<file path="src/sv/rpfa_pkg.sv">
// Shared widths, codes, controller states and command/status structs for the frame allocator.
`default_nettype none

package rpfa_pkg;

	localparam int FRAME_W    = 13;
	localparam int CNT_W      = 8;
	localparam int FREE_W     = 14;
	localparam int START_W    = 13;
	localparam int TOTAL_W    = 14;
	localparam int KIND_W     = 2;
	localparam int STATUS_W   = 3;
	localparam int CFG_IDX_W  = 2;
	localparam int CFG_DATA_W = 14;

	// scan index covers every frame below the largest total_frames value
	localparam int SCAN_W     = TOTAL_W;
	localparam int SCAN_SPAN  = 1 << SCAN_W;
	localparam int LIM_W      = SCAN_W + 1;

	localparam int NUM_FRAMES_DEF = 8192;

	localparam logic [TOTAL_W-1:0] TOTAL_RST  = TOTAL_W'(8192);
	localparam logic [FREE_W-1:0]  FREE_MAX   = '1;
	// an add-reference whose new count would reach 255 is refused
	localparam logic [CNT_W-1:0]   CNT_OVF_AT = CNT_W'(254);

	localparam logic [KIND_W-1:0] KIND_ALLOC   = 2'd0;
	localparam logic [KIND_W-1:0] KIND_RELEASE = 2'd1;
	localparam logic [KIND_W-1:0] KIND_ADDREF  = 2'd2;
	localparam logic [KIND_W-1:0] KIND_BAD     = 2'd3;

	localparam logic [STATUS_W-1:0] ST_OK       = 3'd0;
	localparam logic [STATUS_W-1:0] ST_OOM      = 3'd1;
	localparam logic [STATUS_W-1:0] ST_RANGE    = 3'd2;
	localparam logic [STATUS_W-1:0] ST_UNALLOC  = 3'd3;
	localparam logic [STATUS_W-1:0] ST_OVERFLOW = 3'd4;

	localparam logic [CFG_IDX_W-1:0] CFG_START = 2'd0;
	localparam logic [CFG_IDX_W-1:0] CFG_TOTAL = 2'd1;

	typedef enum logic [2:0] {
		S_CLEAR,
		S_IDLE,
		S_SCAN,
		S_LOOKUP,
		S_FINISH
	} ctl_state_t;

	typedef struct packed {
		logic clr_we;
		logic load_item;
		logic scan_step;
		logic lookup_rd;
		logic commit;
	} dp_cmd_t;

	typedef struct packed {
		logic clr_last;
		logic scan_done;
	} dp_sts_t;

endpackage

`default_nettype wire

</file>
<file path="src/sv/rpfa_ctrl.sv">
// Controller state machine: clearing pass, item dispatch, scan sequencing and result handoff.
`default_nettype none

module rpfa_ctrl (
	input  wire logic                       clk,
	input  wire logic                       arst_n,
	input  wire logic                       in_valid,
	output logic                            in_ready,
	input  wire logic [rpfa_pkg::KIND_W-1:0] kind,
	output logic                            out_valid,
	input  wire logic                       out_ready,
	input  wire rpfa_pkg::dp_sts_t          sts,
	output rpfa_pkg::dp_cmd_t               cmd
);
	import rpfa_pkg::*;

	ctl_state_t state_q, state_d;
	logic       out_valid_q;
	logic       slot_free;

	// result register is free, or empties in this cycle
	assign slot_free = !out_valid_q || out_ready;
	assign out_valid = out_valid_q;

	always_comb begin
		state_d = state_q;
		unique case (state_q)
			S_CLEAR:  if (sts.clr_last) state_d = S_IDLE;
			S_IDLE:   if (in_valid) state_d = (kind == KIND_ALLOC) ? S_SCAN : S_LOOKUP;
			S_SCAN:   if (sts.scan_done) state_d = S_FINISH;
			S_LOOKUP: state_d = S_FINISH;
			S_FINISH: if (slot_free) state_d = S_IDLE;
			default:  state_d = S_CLEAR;
		endcase
	end

	always_comb begin
		cmd      = '0;
		in_ready = 1'b0;
		unique case (state_q)
			S_CLEAR:  cmd.clr_we = 1'b1;
			S_IDLE: begin
				in_ready      = 1'b1;
				cmd.load_item = in_valid;
			end
			S_SCAN:   cmd.scan_step = !sts.scan_done;
			S_LOOKUP: cmd.lookup_rd = 1'b1;
			S_FINISH: cmd.commit = slot_free;
			default:  cmd = '0;
		endcase
	end

	always_ff @(posedge clk or negedge arst_n) begin
		if (!arst_n) begin
			state_q     <= S_CLEAR;
			out_valid_q <= 1'b0;
		end else begin
			state_q <= state_d;
			if (cmd.commit)
				out_valid_q <= 1'b1;
			else if (out_ready)
				out_valid_q <= 1'b0;
		end
	end

`ifndef SYNTHESIS
	a_commit_shows: assert property (@(posedge clk) disable iff (!arst_n)
		cmd.commit |=> out_valid_q)
		else $error("committed result not presented");
	a_one_item: assert property (@(posedge clk) disable iff (!arst_n)
		(in_valid && in_ready) |=> !in_ready)
		else $error("second item taken while one is in work");
	a_clear_ends: assert property (@(posedge clk) disable iff (!arst_n)
		(state_q == S_CLEAR && sts.clr_last) |=> state_q == S_IDLE)
		else $error("clearing pass did not hand over to idle");
`endif

endmodule

`default_nettype wire

</file>
<file path="config.mk">
export PLATFORM = sky130hd
export DESIGN_NAME = rpfa_ctrl
export DESIGN_NICKNAME = d
export VERILOG_FILES = /design/src/sv/rpfa_pkg.sv /design/src/sv/rpfa_ctrl.sv
export SDC_FILE = /design/constraint.sdc
export NUM_CORES = 1
export LEC_CHECK = 0
export BUFFER_PORTS_ARGS = -buffer_cell sky130_fd_sc_hd__buf_2
export CAP_MARGIN = 5
export CORE_AREA = 8 8 45 47
export CTS_CLUSTER_DIAMETER = 40
export CTS_CLUSTER_SIZE = 40
export DETAILED_ROUTE_END_ITERATION = 10
export DIE_AREA = 0 0 53 55
export PLACE_DENSITY_LB_ADDON = 0.25
export RECOVER_POWER = 25
export SYNTH_ARGS = -nofsm -noshare
export SYNTH_HDL_FRONTEND = slang
export SYNTH_SLANG_ARGS = --single-unit
</file>
<file path="constraint.sdc">
create_clock -name clk -period 1.58 [get_ports clk]
set_clock_uncertainty 0.15 [all_clocks]
set_input_delay 0.158 -clock clk [delete_from_list [all_inputs] [get_ports clk]]
set_output_delay 0.158 -clock clk [all_outputs]
set_load 0.05 [all_outputs]
</file>
==> results list, run 1 <==
- Result of the run: finished, violations left
* Violations in the final reports: setup timing
- Max-slew headroom at the worst pin: 0.826
- CTS built an H-tree with a depth of 1.
- Number of buffers on the longest clock path: 2
- Fraction of layout cells with a size suffix above 1: 0.652
- Dividing the detail-routed wire length by the instance count gives 11.2 um.
- For this run, the total global-route usage over all layers was measured as 0.0548.
- Worst-case reg-to-reg path depth: 4
- Post-synthesis compound-gate area fraction: 0.119
* Max capacitance violation total: 0
* Critical-path maximum fanout: 2
- The via count of the first global-routing pass came to 279.
- Overall die height: 55 um
- The initial utilization of the core area, before any placement, comes to 0.159.
- After detailed placement, the total cell area comes to 363 sq um.
- Clock Tree Root: sky130_fd_sc_hd__clkbuf_4
* CP startpoint kind: register
- Count of nets after finishing: 56
- Final wirelength: 696 um
- After detailed routing, the number of vias per cell comes to 4.15.
- Clock slew at the register clock pins of the worst setup and hold paths: 0.04 ns
- During synthesis, Yosys emitted a total of 0 warnings.
- Clock latency at the later pin of the worst-skew pair: 0.23 ns
- Post-synthesis register bit count: 4
- Data on the critical path arrives at its endpoint at 1.29 ns.
- Sum of negative setup slack: -0.0172 ns
* Core area: 0.00138 sq mm
- Compared with the post-synthesis result, the final layout area differs by 110%.
* Minimum hold slack: 0.0226 ns
* Number of max-slew violations in the final report: 0
- Of the synthesized area, sequential elements account for 0.455.
- The average instance in the mapped netlist occupies 10.0 sq um.
- Min Tclk post-route: 1.60 ns
- The worst setup path is captured at an output port.
- In this run the horizontal extent of the chip is 53 um.
- Summed over all nets, wire length on met3 after detailed routing comes to 77 um.
- Fillcell total: 153
- TritonCTS built the clock tree.
- After floorplanning, the core was divided into 14 placement rows.
- For this design the static power due to leakage is 0.232 nW.
* Endpoint required time on the critical path: 1.27 ns
- For this design the ratio of total power to cell area is 2360 mW/mm^2.
* Adder-Cell Fraction of Synth Area: 0
- Number of remaining DRC errors: 0
* Portion of the clock cycle consumed by the worst path in the final layout: 1.01
- Maximum number of pins on one net before global-route repair: 7
* Final setup violation count: 1
- For this run, the detailed router's first-pass iteration total came to 3.
- Of the total synthesized cell area, the portion taken by AND, OR, NAND and NOR gates is 0.409.
- The number of nets in the synthesized netlist is 30.
* Capture point of the worst path: cmd[0]
- The endpoint identified for the worst register-to-register timing path is state_q[0]$_DFFE_PN0P_.
* Number of distinct library cell variants in the gate-level netlist after synthesis: 17
* Clock buffer count from CTS: 3
- Xor/xnor share of the synthesized area: 0
- Tracing the worst setup path back leads to its startpoint at state_q[0]$_DFFE_PN0P_.
* Clock net sink count: 4
- Setup slack on the critical path of the routed design comes to -0.0172 ns.
- Die ar.: 0.00292 sq mm
* Initial drt markers: 4
- 15 I/O pins were placed.
* RR Startpoint: state_q[2]$_DFFE_PN0P_
- The mapped netlist covers 220 sq um.
- Of the post-synthesis cell area, the part taken by muxes is 0.
- Critical path class: register to output port
- Antenna cell count: 0
- At the pin with the least slew margin, the transition time is 0.261 ns.
- The worst register-to-register path has a setup slack of 0.12 ns.
- FMAX: 626 MHz
* Congestion Overflow GR: 0
* Total half-perimeter wirelength after legalization and detailed placement: 550 um
- First-pass GRT wire length: 1110 um
- The detail route stage leaves a number of antenna-violating nets equal to 0.
- End-of-flow core utilization: 0.335
- RSZ-0062 raised after global routing: true
* Synthesized instance count: 22
- With fillers left out, the area of the finished cells amounts to 463 sq um.
* Largest vdd supply drop: 0.000589 V
* Antenna violations before repair: 0
* Top routing layer used: met4
* Routability cong.: 0.621
- The final hold violation count came to 0.
* DR vias: 257
- DRT met1 WL: 257 um
- After synthesis, the largest family of logic cells by area is simple AND/OR/NAND/NOR gates.
- The tightest min-delay check is of the input pin to register type.
* Number of buffer cells added on primary ports: 14
- Summed over all nets, wire length on met2 after detailed routing comes to 356 um.
-- layout by cell type, fill, tap and decap left out, drive strengths merged --
master,count
nor4b,1
and2,1
nor3,1
buf,19
a32o,1
dlygate4sd3,1
or3b,2
o32ai,1
nand3b,1
nand2,1
inv,1
nor2,2
dfrtp,4
a21o,1
nor2b,1
or2,1
nand2b,1
nor3b,2
clkbuf,4
-- routing by layer --
metal  vias up  global-route usage
met5         -                   0
met4         0              0.0647
met3         2              0.0214
met2         8              0.0859
met1       117              0.0505
li1        130                   -
-- logic make-up after synthesis --
group	Yosys count
AND/OR/NAND/NOR	14
flip-flops	4
AO/OA/AOI/OAI	3
buffers and inverters	1
-- cells in the mapped netlist --
library cell	instances	share of area
sky130_fd_sc_hd__or3b_1	1	0.040
sky130_fd_sc_hd__a32o_1	1	0.045
sky130_fd_sc_hd__a21o_1	1	0.034
sky130_fd_sc_hd__and2_1	1	0.028
sky130_fd_sc_hd__nor4b_1	1	0.040
sky130_fd_sc_hd__nor3_1	1	0.023
sky130_fd_sc_hd__or2_2	1	0.028
sky130_fd_sc_hd__inv_1	1	0.017
sky130_fd_sc_hd__nand2b_1	1	0.028
sky130_fd_sc_hd__dfrtp_1	4	0.45
sky130_fd_sc_hd__nor3b_1	2	0.068
sky130_fd_sc_hd__nand3b_1	1	0.034
sky130_fd_sc_hd__nor2b_1	1	0.028
sky130_fd_sc_hd__or3b_2	1	0.040
sky130_fd_sc_hd__nand2_1	1	0.017
sky130_fd_sc_hd__o32ai_1	1	0.040
sky130_fd_sc_hd__nor2_1	2	0.034
-- state kept, by name, summed over array words and instances (netlist names) --
name,flops
out_valid,1
state_q,3
-- cell type report --
type / count / area (sq um) / share of cell area
repair buffers: 21 / 156 / 0.338
clock buffers: 3 / 22.5 / 0.0486
flip-flops and latches: 4 / 100 / 0.216
multi-input cells: 17 / 160 / 0.346
inverters: 1 / 3.75 / 0.00811
well taps: 16 / 20.0 / 0.0432
-- what timing repair did --
| item | 4_1_cts | 5_1_grt |
|---|---|---|
| pin swaps | 4 | 2 |
| setup endpoints to repair | 4 | 5 |
| buffers inserted | 3 | 0 |
| hold buffers | 1 | 0 |
| resized for setup | 11 | 3 |
| cloned | 0 | 0 |
| hold endpoints to repair | 4 | 0 |
-- worst min path at each step --
stage / startpoint / to / slack [ns] / cells after the start
CTS: in_valid / state_q[1]$_DFFE_PN0P_ / 0.02 / 2
global route: in_valid / state_q[1]$_DFFE_PN0P_ / 0.03 / 2
finish: in_valid / state_q[1]$_DFFE_PN0P_ / 0.02 / 2
detailed placement: arst_n / state_q[0]$_DFFE_PN0P_ / -0.18 / 1
floorplan: arst_n / out_valid$_DFFE_PN0P_ / -0.29 / 0
global placement: arst_n / state_q[0]$_DFFE_PN0P_ / -0.18 / 1
-- metrics by stage --
step                      setup slack [ns]  total power [mW]  instances
after floorplan                     -0.263             0.662         22
after global placement               0.102             0.836         55
after detailed placement            0.0872             0.839         55
after CTS                          -0.0338              1.09         62
after global routing               -0.0855              1.16         62
final                              -0.0172              1.09         62
-- power breakdown --
part	leakage, nW	switching, mW	internal, mW
Combinational	0.166	0.467	0.321
Clock	0.0138	0.0380	0.0847
Sequential	0.0520	0.0298	0.150
Total	0.232	0.534	0.556
-- critical path: stages (launching register included) --
cell and delay [ns]:
sky130_fd_sc_hd__dfrtp_1 0.37, sky130_fd_sc_hd__or3b_4 0.42, sky130_fd_sc_hd__nor2b_4 0.12, sky130_fd_sc_hd__buf_6 0.16
Note: power is estimated with default switching activity, not from simulation.
==> inputs of run 2 (changes only) <==
- REMOVE_ABC_BUFFERS: default -> 1
==> results list, run 2 (synthesized netlist as in run 1, its figures left out) <==
* Area growth from synthesis to layout: 92.0%
- CTS placed an instance of sky130_fd_sc_hd__clkbuf_4 at the clock tree root.
- Commonest non-fill, non-tap cells in the layout: sky130_fd_sc_hd__buf_2, sky130_fd_sc_hd__buf_4, sky130_fd_sc_hd__clkbuf_4, sky130_fd_sc_hd__dfrtp_2, sky130_fd_sc_hd__nor2_1
* Actual slew at the worst max-slew pin: 0.254 ns
- After detailed routing, the average wire length per cell comes to 10.5 um.
* Routed length on met2: 376 um
* RSZ-0062 raised after global routing: true
- The floorplan step defined a core boundary enclosing 0.00138 sq mm.
- The worst register-to-register path has a depth of 3.
- In the final layout, the share of cells above drive strength 1 is 0.667.
- Data arrives at the worst endpoint at 1.35 ns.
* Leakage: 0.208 nW
- Starting density of the core: 0.159
* Worst hold-check path type: input pin to register
* Number of global-route vias before repair: 256
* Top routing layer used: met3
* Endpoint required time on the critical path: 1.27 ns
* Critical path class: register to output port
* Result of the run: finished, violations left
- Number of max-slew violations in the final report: 0
- Headroom to the max-slew limit came out at 0.830.
- The worst hold path terminates at state_q[1]$_DFFE_PN0P_.
- Congestion Overflow GR: 0
- Critical-path maximum fanout: 5
- Antenna cell count: 0
- Once placement completed, the tool counted placed cells totaling 56.
- Total count of hold-check failures in the final report: 0
- CP startpoint kind: register
- Min Tclk post-route: 1.66 ns
- Hold timing on the final database bottoms out at a slack of 0.0126 ns.
- The congestion estimate from routability-driven global placement came to 0.651.
- Worst slack at placement: 0.0838 ns
- In the detailed route, the total length drawn on met3 is 36 um.
* H-tree levels: 1
- Across every metal layer, demand over resource in global routing totals 0.0493.
* Startpoint of the worst setup timing path: state_q[1]$_DFFE_PN0P_
* Final setup violation count: 1
* First-pass GRT wire length: 986 um
* Max capacitance violation total: 0
- Vias per std cell: 4.05
* CP endpoint kind: output port
* Number of buffers on the longest clock path: 2
- Count of nets left with antenna violations after detail routing: 0
- In the post-route analysis, the smallest setup slack over all paths is -0.0783 ns.
* Cell depth of the worst min-delay path: 2
- Overall die height: 55 um
- Port buffering added 14 buffers.
- Total half-perimeter wirelength after legalization and detailed placement: 534 um
* Initial drt markers: 0
- Post-layout total power: 0.986 mW
- IR analysis of the VDD net gives a maximum drop of 0.000584 V.
* Pre-Repair DR Iteration Count: 1
* Final wirelength: 640 um
- In the finished design, the share of the clock period the worst path needs comes to 1.05.
- For this block, the via count after detailed routing is 247.
* Clock slew at the register clock pins of the worst setup and hold paths: 0.04 ns
- Post-route non-filler standard cell count: 61
- Violations in the final reports: setup timing
- RR Startpoint: state_q[1]$_DFFE_PN0P_
- In this run the power density over the cells is 2330 mW/mm^2.
* Flip-flop count of the largest register, all copies and words added: 3
- In this run the most critical hold path is launched from in_valid.
- Die ar.: 0.00292 sq mm
- Row generation in the floorplan step produced 14 rows.
- CTS saw 4 sinks.
- In this run the critical register-to-register path is captured at state_q[2]$_DFFE_PN0P_.
- Entering global routing, the biggest net connects 8 pins.
* FMAX: 603 MHz
- CTS tree: built
- The number of antenna violations at the first check in global routing came to 0.
- The later pin in the worst-skew pair is clocked with a latency of 0.23 ns.
- After the last flow step, the layout net total stands at 55.
- 15 I/O pins were placed.
* Largest Register: state_q
- Register-to-Register Setup Slack: 0.21 ns
- For this run, design rule violations remaining after detail routing come to 0.
* DRT met1 WL: 227 um
* Horiz. Die Dim: 53 um
* Clock buffer count from CTS: 3
[run 2: changes by cell type in the layout (fill, tap and decap cells not counted), sizes merged]
cell,previous run,this run
buf,19,18
[run 2: final cells by class]
class / instances / area, sq um
well taps: 16 / 20.0
clock buffers: 3 / 22.5
inverters: 1 / 3.75
repair buffers: 20 / 140
fillers: 157 / 961
flip-flops and latches: 4 / 104
multi-input cells: 17 / 133
[run 2: worst max-delay path, cell delays in order, from the launching register on]
cell and delay [ns]:
sky130_fd_sc_hd__dfrtp_2 0.42, sky130_fd_sc_hd__or3b_4 0.41, sky130_fd_sc_hd__nor2b_2 0.13, sky130_fd_sc_hd__buf_6 0.16
[run 2: metrics by stage]
| stage | utilization | TNS, ns | area, sq um |
|---|---|---|---|
| final | 0.306 | -0.0783 | 423 |
| after detailed placement | 0.246 | 0 | 340 |
| after floorplan | - | -4.74 | 220 |
| after global placement | 0.246 | 0 | 340 |
| after CTS | 0.275 | -0.393 | 380 |
| after global routing | 0.306 | -0.235 | 423 |
[run 2: what timing repair did]
item	in CTS	in global routing
buffers inserted	0	1
resized for setup	3	14
hold endpoints to repair	4	0
hold buffers	1	0
setup endpoints to repair	5	6
pin swaps	0	1
[run 2: per-layer routing]
layer	global-route usage	up-vias
met1	0.0413	114
met5	0	-
met4	0.0388	0
met3	0.0321	0
met2	0.0820	4
li1	-	129
[run 2: report_power, final]
group	internal (mW)	switching [mW]
registers	0.157	0.0637
clock network	0.0846	0.0373
logic	0.249	0.394
[run 2: worst max path at each step]
stage	cells after the start	slack, ns	to
CTS	3	-0.14	cmd[3]
detailed placement	3	0.08	cmd[0]
global route	3	-0.11	cmd[0]
finish	3	-0.08	cmd[0]
global placement	3	0.09	cmd[0]
floorplan	2	-1.03	cmd[3]
==> inputs of run 3 (changes only) <==
- SETUP_SLACK_MARGIN: default -> 0.15
==> results list, run 3 (synthesized netlist as in run 1, its figures left out) <==
- Summing all placed instances gives a cell area of 340 sq um.
* Portion of the clock cycle consumed by the worst path in the final layout: 1.04
* H-tree levels: 1
* Number of buffers on the longest clock path: 2
- VDD sags by at most 0.000727 V.
* IO Pins: 15
- CTS saw 4 sinks.
- The critical path in this run is classified as register to output port.
- The library cell used most frequently in the layout, excluding fill and tap cells, is sky130_fd_sc_hd__buf_4.
- Fillcell total: 150
- The floorplan step defined a die boundary enclosing 0.00292 sq mm.
* RR Startpoint: state_q[2]$_DFFE_PN0P_
- In this run the worst hold path is classified as input pin to register.
* RSZ-0062 raised after global routing: true
- In the final layout, the share of cells above drive strength 1 is 0.714.
- Endpoint required time on the critical path: 1.27 ns
* Post-layout total power: 1.17 mW
* Number of remaining DRC errors: 0
- TritonCTS built the clock tree.
* Antenna violations before repair: 0
* Final setup violation count: 1
* Total power per unit cell area: 2400 mW/mm^2
* Congestion Overflow GR: 0
- From synthesis to final layout, the design area changed by 122%.
- Leaving out fill and tap cells, the most frequent cells in the layout are sky130_fd_sc_hd__buf_4, sky130_fd_sc_hd__buf_2, sky130_fd_sc_hd__buf_6.
* Max capacitance violation total: 0
- The worst hold path begins at in_valid.
- Core area: 0.00138 sq mm
- CP startpoint kind: register
- The clock reaches the later pin of the worst-skew pair after 0.23 ns.
- Count of nets left with antenna violations after detail routing: 0
* Startpoint of the worst setup timing path: state_q[0]$_DFFE_PN0P_
* CP endpoint kind: output port
- For this configuration, the core starts out at a cell density of 0.159.
* Wire length per cell after detailed routing: 10.5 um
* FMAX: 608 MHz
* Cell depth of the worst min-delay path: 2
- Arrival time of the worst setup path: 1.34 ns
- Violations in the final reports: setup timing
* Register-to-Register Setup Slack: 0.21 ns
- Antenna cell count: 0
* Largest Register: state_q
* Multi-input combinational cell area: 149 sq um
- In the final timing run, aggregate negative setup slack is -0.0637 ns.
- Actual slew at the worst max-slew pin: 0.262 ns
- The via count of the first global-routing pass is 296.
- Clock Tree Root: sky130_fd_sc_hd__clkbuf_4
- Registers take 103 sq um.
- Buffers inserted during clock tree synthesis total 3.
- The register with the most flip-flops in the layout has 3 of them.
* End-of-flow core utilization: 0.354
- DR vias: 268
* Clock slew at the register clock pins of the worst setup and hold paths: 0.04 ns
* Result of the run: finished, violations left
- The final layout contains 59 nets.
- Routability cong.: 0.651
- Measured along the x axis, the die boundary spans 53 um.
- Worst-case reg-to-reg path depth: 3
- Overall die height: 55 um
- Total half-perimeter wirelength after legalization and detailed placement: 534 um
- The first global-routing pass estimated 1080 um of wire.
* Initial drt markers: 1
* Pre-Repair DR Iteration Count: 4
- Min Tclk post-route: 1.64 ns
* Overall fraction of global-route tracks in use: 0.0526
- Vias per std cell: 4.12
* Cell Rows: 14
- Number of buffer cells added on primary ports: 14
* Total count of hold-check failures in the final report: 0
* Non-Filler Cell Area, Final: 489 sq um
- Entering global routing, the biggest net connects 8 pins.
- The worst pin sits at a relative slew slack of 0.825.
* Final wirelength: 680 um
* Critical-path maximum fanout: 6
- Fin worst setup slack: -0.0637 ns
* Number of max-slew violations in the final report: 0
- In this run the static leakage power is 0.240 nW.
-- run 3: cell count changes in the layout (fill, tap and decap cells not counted), sizes merged --
| cell | delta |
|---|---|
| buf | +4 |
-- run 3: critical path: stages (launching register included) --
cell and delay [ns]:
sky130_fd_sc_hd__dfrtp_2 0.43, sky130_fd_sc_hd__or3b_4 0.39, sky130_fd_sc_hd__nor2b_2 0.12, sky130_fd_sc_hd__buf_6 0.16
-- run 3: per-layer routing --
| layer | routed length [um] | share of wire | vias up | track usage |
|---|---|---|---|---|
| met1 | 210 | 0.31 | 127 | 0.0398 |
| li1 | - | - | 135 | - |
| met3 | 40 | 0.059 | 0 | 0.0321 |
| met2 | 429 | 0.63 | 6 | 0.0957 |
| met5 | 0 | 0 | - | 0 |
| met4 | 0 | 0 | 0 | 0.0388 |
-- run 3: power breakdown --
part           leakage (nW)  internal, mW  switching [mW]
Clock                0.0138        0.0847          0.0379
Sequential           0.0494         0.155          0.0547
Combinational         0.177         0.389           0.453
Total                 0.240         0.628           0.545
-- run 3: area by class of cell --
type / count / share of cell area
Sequential cell: 4 / 0.210
Inverter: 1 / 0.00767
Clock buffer: 3 / 0.0460
Timing Repair Buffer: 24 / 0.391
Multi-Input combinational cell: 17 / 0.304
Tap cell: 16 / 0.0409
-- run 3: final timing paths --
check	endpoint
worst min register to register	out_valid$_DFFE_PN0P_
worst max register to register	state_q[0]$_DFFE_PN0P_
max in group asynchronous	state_q[2]$_DFFE_PN0P_
min in group asynchronous	state_q[1]$_DFFE_PN0P_
worst min-delay path	state_q[1]$_DFFE_PN0P_
worst max-delay path	cmd[0]
-- run 3: repair_timing --
action,CTS,global route
endpoints found under the setup margin,6,7
hold buffers,1,0
setup buffers,4,1
hold endpoints to repair,4,0
resized for setup,11,12
-- run 3: metrics by stage --
| stage | cells | setup WS, ns | hold WS (ns) |
|---|---|---|---|
| floorplan | 22 | -1.03 | -0.288 |
| global placement | 56 | 0.0882 | -0.184 |
| detailed placement | 56 | 0.0838 | -0.183 |
| CTS | 64 | -0.116 | 0.00446 |
| global route | 65 | -0.0991 | 0.0160 |
| finish | 65 | -0.0637 | 0.0126 |
